`src/rtl/mqsfl_pkg.sv`:
```
// Shared types, codes and defaults for the multi-queue shared free list block.
`timescale 1ns / 1ps

package mqsfl_pkg;

	localparam int DATA_W = 32;
	localparam int QID_W = 2;
	localparam int ST_W = 2;

	localparam int SLOTS_DEF = 16;
	localparam int QUEUES_DEF = 4;

	localparam logic KIND_ENQ = 1'b0;
	localparam logic KIND_DEQ = 1'b1;

	localparam logic [ST_W-1:0] ST_OK = 2'd0;
	localparam logic [ST_W-1:0] ST_FULL = 2'd1;
	localparam logic [ST_W-1:0] ST_EMPTY = 2'd2;

	// Commands from the controller to the datapath.
	typedef struct packed {
		logic capture;
		logic fetch;
		logic commit;
	} mqsfl_cmd_t;

endpackage

```
`src/rtl/multi_queue_shared_free_list_top.sv`:
```
// Top level of the multi-queue shared free list block.
`timescale 1ns / 1ps

// Several FIFO queues share one store of SLOTS data slots. Each queue is a linked
// list of slots with its own head and tail, and unused slots form a free list.
// An enqueue transaction takes the slot at the head of the free list, writes the
// data word into it and links it after the queue's tail; with no slot free it
// returns status full and changes nothing. A dequeue transaction unlinks the
// queue's head slot, returns its word and pushes the slot onto the front of the
// free list; on an empty queue it returns status empty and a zero word. A queue
// number at or above QUEUES is ignored and reports full or empty. Every input
// transaction yields exactly one output transaction, in order. An enqueue goes
// from the idle state straight to the execute state, which commits its result
// into the output register; a dequeue passes through a fetch state first, because
// the dequeue must first read the queue's head slot from the head table before it
// can read that slot's link and data words from the link and data memories.
// The block works on one transaction at a time; the result sits in an output register,
// so a new transaction is accepted while an earlier result waits to be taken, and
// its result is committed once the earlier one has left.
// There is no clearing pass after reset: slots that were never handed out are
// tracked with a fill count, and their links follow the initial chain.

module multi_queue_shared_free_list_top #(
	parameter int SLOTS = mqsfl_pkg::SLOTS_DEF,
	parameter int QUEUES = mqsfl_pkg::QUEUES_DEF
) (
	input  logic                                 clk,
	input  logic                                 arst_n,
	input  logic                                 in_valid,
	output logic                                 in_ready,
	input  logic                                 kind,
	input  logic [mqsfl_pkg::QID_W-1:0]          queue_id,
	input  logic signed [mqsfl_pkg::DATA_W-1:0]  push_value,
	output logic                                 out_valid,
	input  logic                                 out_ready,
	output logic signed [mqsfl_pkg::DATA_W-1:0] pop_value,
	output logic [mqsfl_pkg::ST_W-1:0]           status
);
	import mqsfl_pkg::*;

	// Command bundle from the controller to the datapath.
	mqsfl_cmd_t cmd;

	mqsfl_ctrl u_ctrl (
		.clk       (clk),
		.arst_n    (arst_n),
		.in_valid  (in_valid),
		.in_kind   (kind),
		.in_ready  (in_ready),
		.out_valid (out_valid),
		.out_ready (out_ready),
		.cmd       (cmd)
	);

	mqsfl_dp #(
		.SLOTS  (SLOTS),
		.QUEUES (QUEUES)
	) u_dp (
		.clk        (clk),
		.arst_n     (arst_n),
		.cmd        (cmd),
		.kind       (kind),
		.queue_id   (queue_id),
		.push_value (push_value),
		.pop_value  (pop_value),
		.status     (status)
	);

endmodule

```
`src/rtl/mqsfl_ctrl.sv`:
```
// Sequencing state machine: accept, optional head fetch, commit into the output register.
`timescale 1ns / 1ps

module mqsfl_ctrl (
	input  logic               clk,
	input  logic               arst_n,
	input  logic               in_valid,
	input  logic               in_kind,
	output logic               in_ready,
	output logic               out_valid,
	input  logic               out_ready,
	output mqsfl_pkg::mqsfl_cmd_t cmd
);
	import mqsfl_pkg::*;

	typedef enum logic [1:0] {
		S_IDLE,
		S_FETCH,
		S_EXEC
	} state_t;

	state_t state_q;
	logic   out_valid_q;
	logic   out_free;

	assign out_free = !out_valid_q || out_ready;
	assign in_ready = (state_q == S_IDLE);
	assign out_valid = out_valid_q;

	always_comb begin
		cmd.capture = in_valid && (state_q == S_IDLE);
		cmd.fetch = (state_q == S_FETCH);
		cmd.commit = (state_q == S_EXEC) && out_free;
	end

	always_ff @(posedge clk or negedge arst_n) begin
		if (!arst_n) begin
			state_q <= S_IDLE;
			out_valid_q <= 1'b0;
		end else begin
			if (cmd.commit) begin
				out_valid_q <= 1'b1;
			end else if (out_ready) begin
				out_valid_q <= 1'b0;
			end
			unique case (state_q)
				S_IDLE: begin
					if (in_valid) begin
						state_q <= (in_kind == KIND_DEQ) ? S_FETCH : S_EXEC;
					end
				end
				S_FETCH: begin
					state_q <= S_EXEC;
				end
				S_EXEC: begin
					if (out_free) begin
						state_q <= S_IDLE;
					end
				end
				default: begin
					state_q <= S_IDLE;
				end
			endcase
		end
	end

endmodule

```
`src/rtl/mqsfl_dp.sv`:
```
// Datapath: head and tail tables, link and data memories, free list and result register.
`timescale 1ns / 1ps

module mqsfl_dp #(
	parameter int SLOTS = mqsfl_pkg::SLOTS_DEF,
	parameter int QUEUES = mqsfl_pkg::QUEUES_DEF
) (
	input  logic                                 clk,
	input  logic                                 arst_n,
	input  mqsfl_pkg::mqsfl_cmd_t                cmd,
	input  logic                                 kind,
	input  logic [mqsfl_pkg::QID_W-1:0]          queue_id,
	input  logic signed [mqsfl_pkg::DATA_W-1:0]  push_value,
	output logic signed [mqsfl_pkg::DATA_W-1:0] pop_value,
	output logic [mqsfl_pkg::ST_W-1:0]           status
);
	import mqsfl_pkg::*;

	localparam int SW = $clog2(SLOTS);
	localparam int QW = (QUEUES > 1) ? $clog2(QUEUES) : 1;
	localparam logic [SW-1:0] LAST_SLOT = SW'(SLOTS - 1);

	// Queue tables and link/data stores.
	logic [SW-1:0]     head_mem [QUEUES];
	logic [SW-1:0]     tail_mem [QUEUES];
	logic [SW:0]       link_mem [SLOTS];
	logic [DATA_W-1:0] data_mem [SLOTS];

	logic [QUEUES-1:0] head_valid_q;
	logic              free_valid_q;
	logic [SW-1:0]     free_head_q;
	logic [SW:0]       fresh_q;

	// Latched transaction.
	logic              kind_q;
	logic [QW-1:0]     qid_q;
	logic              in_range_q;
	logic              hv_q;
	logic [DATA_W-1:0] value_q;

	// Registered read data.
	logic [SW-1:0]     head_rd_q;
	logic [SW-1:0]     tail_rd_q;
	logic [SW:0]       link_rd_q;
	logic [SW-1:0]     link_addr_q;
	logic [DATA_W-1:0] data_rd_q;

	logic [DATA_W-1:0] pop_value_q;
	logic [ST_W-1:0]   status_q;

	logic [8:0]        qid_wide;
	logic [QW-1:0]     in_addr;
	logic              in_range;
	logic [SW-1:0]     link_raddr;
	logic              link_eff_valid;
	logic [SW-1:0]     link_eff_idx;
	logic              enq_ok;
	logic              deq_ok;
	logic              deq_last;

	assign qid_wide = {7'd0, queue_id};
	assign in_addr = qid_wide[QW-1:0];
	assign in_range = (qid_wide < 9'(QUEUES));

	assign link_raddr = cmd.fetch ? head_rd_q : free_head_q;

	// Slots never handed out have no stored link; their reset chain is derived from the index.
	always_comb begin
		if ({1'b0, link_addr_q} < fresh_q) begin
			link_eff_valid = link_rd_q[SW];
			link_eff_idx = link_rd_q[SW-1:0];
		end else begin
			link_eff_valid = (link_addr_q != LAST_SLOT);
			link_eff_idx = SW'(link_addr_q + 1'b1);
		end
	end

	assign enq_ok = in_range_q && free_valid_q;
	assign deq_ok = in_range_q && hv_q;
	// A tail slot's link is never cleared, so the last element is found by head equals tail.
	assign deq_last = (head_rd_q == tail_rd_q) || !link_eff_valid;

	always_ff @(posedge clk) begin
		if (cmd.capture) begin
			kind_q <= kind;
			qid_q <= in_addr;
			in_range_q <= in_range;
			hv_q <= in_range ? head_valid_q[in_addr] : 1'b0;
			value_q <= push_value;
			head_rd_q <= head_mem[in_addr];
			tail_rd_q <= tail_mem[in_addr];
		end
		if (cmd.capture || cmd.fetch) begin
			link_rd_q <= link_mem[link_raddr];
			link_addr_q <= link_raddr;
		end
		if (cmd.fetch) begin
			data_rd_q <= data_mem[head_rd_q];
		end
		if (cmd.commit) begin
			if (kind_q == KIND_ENQ) begin
				pop_value_q <= '0;
				status_q <= enq_ok ? ST_OK : ST_FULL;
				if (enq_ok) begin
					if (hv_q) begin
						link_mem[tail_rd_q] <= {1'b1, free_head_q};
					end else begin
						head_mem[qid_q] <= free_head_q;
					end
					tail_mem[qid_q] <= free_head_q;
					data_mem[free_head_q] <= value_q;
				end
			end else begin
				pop_value_q <= deq_ok ? data_rd_q : '0;
				status_q <= deq_ok ? ST_OK : ST_EMPTY;
				if (deq_ok) begin
					head_mem[qid_q] <= link_eff_idx;
					link_mem[head_rd_q] <= {free_valid_q, free_head_q};
				end
			end
		end
	end

	always_ff @(posedge clk or negedge arst_n) begin
		if (!arst_n) begin
			head_valid_q <= '0;
			free_valid_q <= 1'b1;
			free_head_q <= '0;
			fresh_q <= '0;
		end else if (cmd.commit) begin
			if (kind_q == KIND_ENQ) begin
				if (enq_ok) begin
					free_valid_q <= link_eff_valid;
					free_head_q <= link_eff_idx;
					if (!hv_q) begin
						head_valid_q[qid_q] <= 1'b1;
					end
					if ({1'b0, free_head_q} == fresh_q) begin
						fresh_q <= fresh_q + 1'b1;
					end
				end
			end else if (deq_ok) begin
				head_valid_q[qid_q] <= !deq_last;
				free_valid_q <= 1'b1;
				free_head_q <= head_rd_q;
			end
		end
	end

	assign pop_value = pop_value_q;
	assign status = status_q;

endmodule

```
`config.mk`:
```
export PLATFORM = sky130hd
export DESIGN_NAME = multi_queue_shared_free_list_top
export DESIGN_NICKNAME = d
export VERILOG_FILES = /design/src/rtl/mqsfl_pkg.sv /design/src/rtl/multi_queue_shared_free_list_top.sv /design/src/rtl/mqsfl_ctrl.sv /design/src/rtl/mqsfl_dp.sv
export SDC_FILE = /design/constraint.sdc
export NUM_CORES = 1
export LEC_CHECK = 0
export BUFFER_PORTS_ARGS = -buffer_cell sky130_fd_sc_hd__buf_2
export CORE_MARGIN = 3
export CORE_UTILIZATION = 25
export CTS_CLUSTER_SIZE = 28
export DETAILED_ROUTE_END_ITERATION = 16
export GPL_TIMING_DRIVEN = 0
export SLEW_MARGIN = 30
export SYNTH_ARGS = -nofsm -noshare
export SYNTH_HDL_FRONTEND = slang
export SYNTH_SLANG_ARGS = --single-unit
```
`constraint.sdc`:
```
create_clock -name clk -period 4.3 [get_ports clk]
set_clock_uncertainty 0.1 [all_clocks]
set_input_delay 0.215 -clock clk [delete_from_list [all_inputs] [get_ports clk]]
set_output_delay 0.215 -clock clk [all_outputs]
set_load 0.01 [all_outputs]
```
==> flow_summary_export.csv <==
group,metric,value,unit
routing,wirelength,70000,um
clocking,cts-htree-levels,3,
worst_setup_path,max_stage_delay,790,ps
die,initial_utilization,25.3,%
clocking,clk_pin_slew_worst_paths,60,ps
routing,ant_nets,0,
clocking,cts_root_buffer,"clkbuf_16",
sta,finalHoldViolCount,0,
worst_setup_path,path_delay_family,"buffers and inverters",
worst_setup_path,crit_buf_inv,5,
logic_synthesis,netlist.area_leader.share,76.8,%
hold_path,hp-class,"in -> reg",
logic_synthesis,synth_nets,1380,
routing,wl_per_cell,22.2,um
logic_synthesis,yosysSeqAreaShare,78.3,%
final_layout,seq_area,22700,um^2
logic_synthesis,ys_warn_count,0,
final_layout,layout.nets,1623,
routing,avgViaCountPerCell,4.50,
die,dieWidth,347,um
die,row_count,124,
final_layout,multiInputGateArea,6050,um^2
placement,port_buffers,74,
routing,via_count,14200,
logic_synthesis,yosys_register_bits,760,
sta,fin_crit_sh,93.5,%
placement,placed_cell_area,32400,um^2
logic_synthesis,async_flop_share,2.24,%
flow_run,max_cap_violations,0,
routing,initialDrtViolationCount,1700,
worst_setup_path,crit_slowest_cell,"dfrtp_1",
global_route,grt-ovfl-total,0,
logic_synthesis,synthDistinctLibCells,54,
worst_setup_path,start_kind,"flip-flop",
global_route,grt_pass1_wl,103000,um
worst_setup_path,arrival,4230,ps
logic_synthesis,syn_area_per_cell,21.7,um^2
run_status,status,"finished, final reports clean",
global_route,grt_pass1_vias,15100,
die,ios,75,
global_route,antenna_found_initial,4,
worst_setup_path,worstPathCellList,"clkbuf_1, clkbuf_1, nand3_1, nor3_2, buf_4, buf_4, buf_4",
sta,drv_slew,0,
placement,dp_hpwl,47200,um
worst_setup_path,path_max_fanout,21,
worst_setup_path,cp.required,4510,ps
logic_synthesis,ys_top_cells_by_area,"edfxtp_1 (77%), mux4_2 (13%), dfrtp_1 (1.4%), mux2_2 (0.93%), and3_1 (0.73%)",
sta,finalSetupViolCount,0,
clocking,clk_latency,630,ps
logic_synthesis,ys_top_cells_by_count,"edfxtp_1 (743), mux4_2 (169), nor2_1 (55)",
routing,drc,0,
clocking,cts_max_path_buffers,3,
logic_synthesis,synth_area,29000,um^2
routing,dr.pass1.iters,5,
worst_setup_path,setup.worst_path.end_class,"flip-flop",
logic_synthesis,synth_top_cell_by_area,"edfxtp_1",
sta,fmax,0.249,GHz
sta,max_slew_margin,34.8,%
sta,worst-slew-pin-transition,979,ps
final_layout,num-fill-cells,11000,
sta,rsz0062_at_grt,"no",
placement,gp_congestion,0.851,
sta,finalCriticalPeriod,4020,ps
die,die_h,347,um
clocking,cts_sinks,760,
final_layout,syn2layout_area_growth,21.7,%
pwr,p_total,0.0179,W
logic_synthesis,synth_edf_count,743,
global_route,grt_max_degree,30,
clocking,cts_tree,"built",
worst_setup_path,cpMostUsedCell,"buf_4",
global_route,grtUsageTotal,11.5,%
pwr,ir_drop,0.270,mV
die,core_area,115000,um^2
pwr,p_per_area,507,nW/um^2
die,die-area,120000,um^2
logic_synthesis,ys.flop_type,"edfxtp_1",
final_layout,post-route-cell-area,35300,um^2
clocking,numCtsBuffers,78,
logic_synthesis,synth_most_common_cell,"edfxtp_1",
final_layout,drive_above_1_share,29.8,%
worst_setup_path,crit_type,"reg -> reg",
logic_synthesis,syn_inst,1336,
pwr,p_leak,11.3,nW
==> through the flow <==
step	util, %	TNS, ps	instances	hold slack (ps)	worst slack (ps)
floorplan	-	0	1336	-181	1.50
global placement	27.3	-905910	2922	72.5	-3750
detailed placement	28.2	0	2971	85.2	343
CTS	30.8	0	3155	162	300
global route	30.8	0	3156	186	89.9
finish	30.8	0	3157	195	281
==> what timing repair did <==
| action | in CTS | in global routing |
|---|---|---|
| hold endpoints to repair | 55 | 0 |
| resized for setup | 0 | 0 |
| hold buffers | 40 | 0 |
| setup buffers | 0 | 0 |
==> layout make-up <==
type	count	area share (%)
flip-flops and latches	760	64.3
clock buffers	92	5.79
repair buffers	163	4.84
multi-input cells	484	17.1
inverters	24	0.262
diodes	2	0.0142
plain buffers	68	0.903
clock inverters	52	1.38
well taps	1512	5.35
==> cells in the final DEF, fill, tap and decap left out, types with 15 or more instances in the layout <==
| cell type | n |
|---|---|
| mux2i_1 | 19 |
| and3_1 | 34 |
| buf_2 | 89 |
| mux4_2 | 169 |
| clkbuf_16 | 80 |
| clkinv_1 | 15 |
| clkbuf_1 | 48 |
| inv_1 | 23 |
| dlygate4sd3_1 | 40 |
| mux2_2 | 24 |
| buf_4 | 18 |
| edfxtp_1 | 743 |
| clkinv_2 | 15 |
| nand2_1 | 31 |
| buf_16 | 27 |
| a211oi_1 | 17 |
| nor2_1 | 42 |
==> routing by layer <==
layer | GRT usage [%] | share of wire [%] | vias up
met3 | 2.08 | 6.1 | 95
met5 | 0 | 0 | -
met4 | 3.33 | 2.0 | 0
met2 | 19.7 | 50 | 499
met1 | 14.9 | 42 | 7539
li1 | - | - | 6070
==> power by group <==
group | internal (W) | total (W) | switching [W]
logic | 0.000898 | 0.00220 | 0.00130
registers | 0.00870 | 0.00908 | 0.000377
clock network | 0.00381 | 0.00665 | 0.00284
total | 0.0134 | 0.0179 | 0.00452
==> flip-flops by register name, summed over array words and instances (netlist names) <==
| signal | count |
|---|---|
| u_ctrl.out_valid | 1 |
| u_ctrl.state_q | 2 |
| u_dp.data_mem | 512 |
| u_dp.data_rd_q | 32 |
| u_dp.free_head_q | 4 |
| u_dp.free_valid_q | 1 |
| u_dp.fresh_q | 5 |
| u_dp.head_mem | 16 |
| u_dp.head_rd_q | 4 |
| u_dp.head_valid_q | 4 |
| u_dp.hv_q | 1 |
| u_dp.kind_q | 1 |
| u_dp.link_addr_q | 4 |
| u_dp.link_mem | 80 |
| u_dp.link_rd_q | 5 |
| u_dp.pop_value | 32 |
| u_dp.qid_q | 2 |
| u_dp.status | 2 |
| u_dp.tail_mem | 16 |
| u_dp.tail_rd_q | 4 |
| u_dp.value_q | 32 |
==> path summary, 6_finish.rpt <==
kind                                      start  slack, ps                    to  cells past startpoint
hold reg to reg            u_dp.head_valid_q[3]        410  u_dp.head_valid_q[3]                      1
max in group asynchronous                arst_n       2350   u_dp.free_head_q[3]                      4
min in group asynchronous                arst_n        420  u_dp.head_valid_q[0]                      3
setup / recovery            u_dp.free_head_q[0]        280  u_dp.data_mem[3][21]                      7
setup reg to reg            u_dp.free_head_q[0]        280  u_dp.data_mem[3][21]                      7
hold / removal                   push_value[14]        190      u_dp.value_q[14]                      2
==> cells by family (layout without fill, tap and decap cells) <==
family	after synthesis	in the layout	synth area share [%]
buffers and inverters	92	399	1.35
adder cells (fa/ha/maj)	5	5	0.215
AO/OA/AOI/OAI	82	82	2.05
multiplexers	212	212	14.7
other	0	2	0
flip-flops	760	760	78.3
AND/OR/NAND/NOR	172	172	3.03
XOR/XNOR	13	13	0.392
Power figures use the tool's default switching activity.
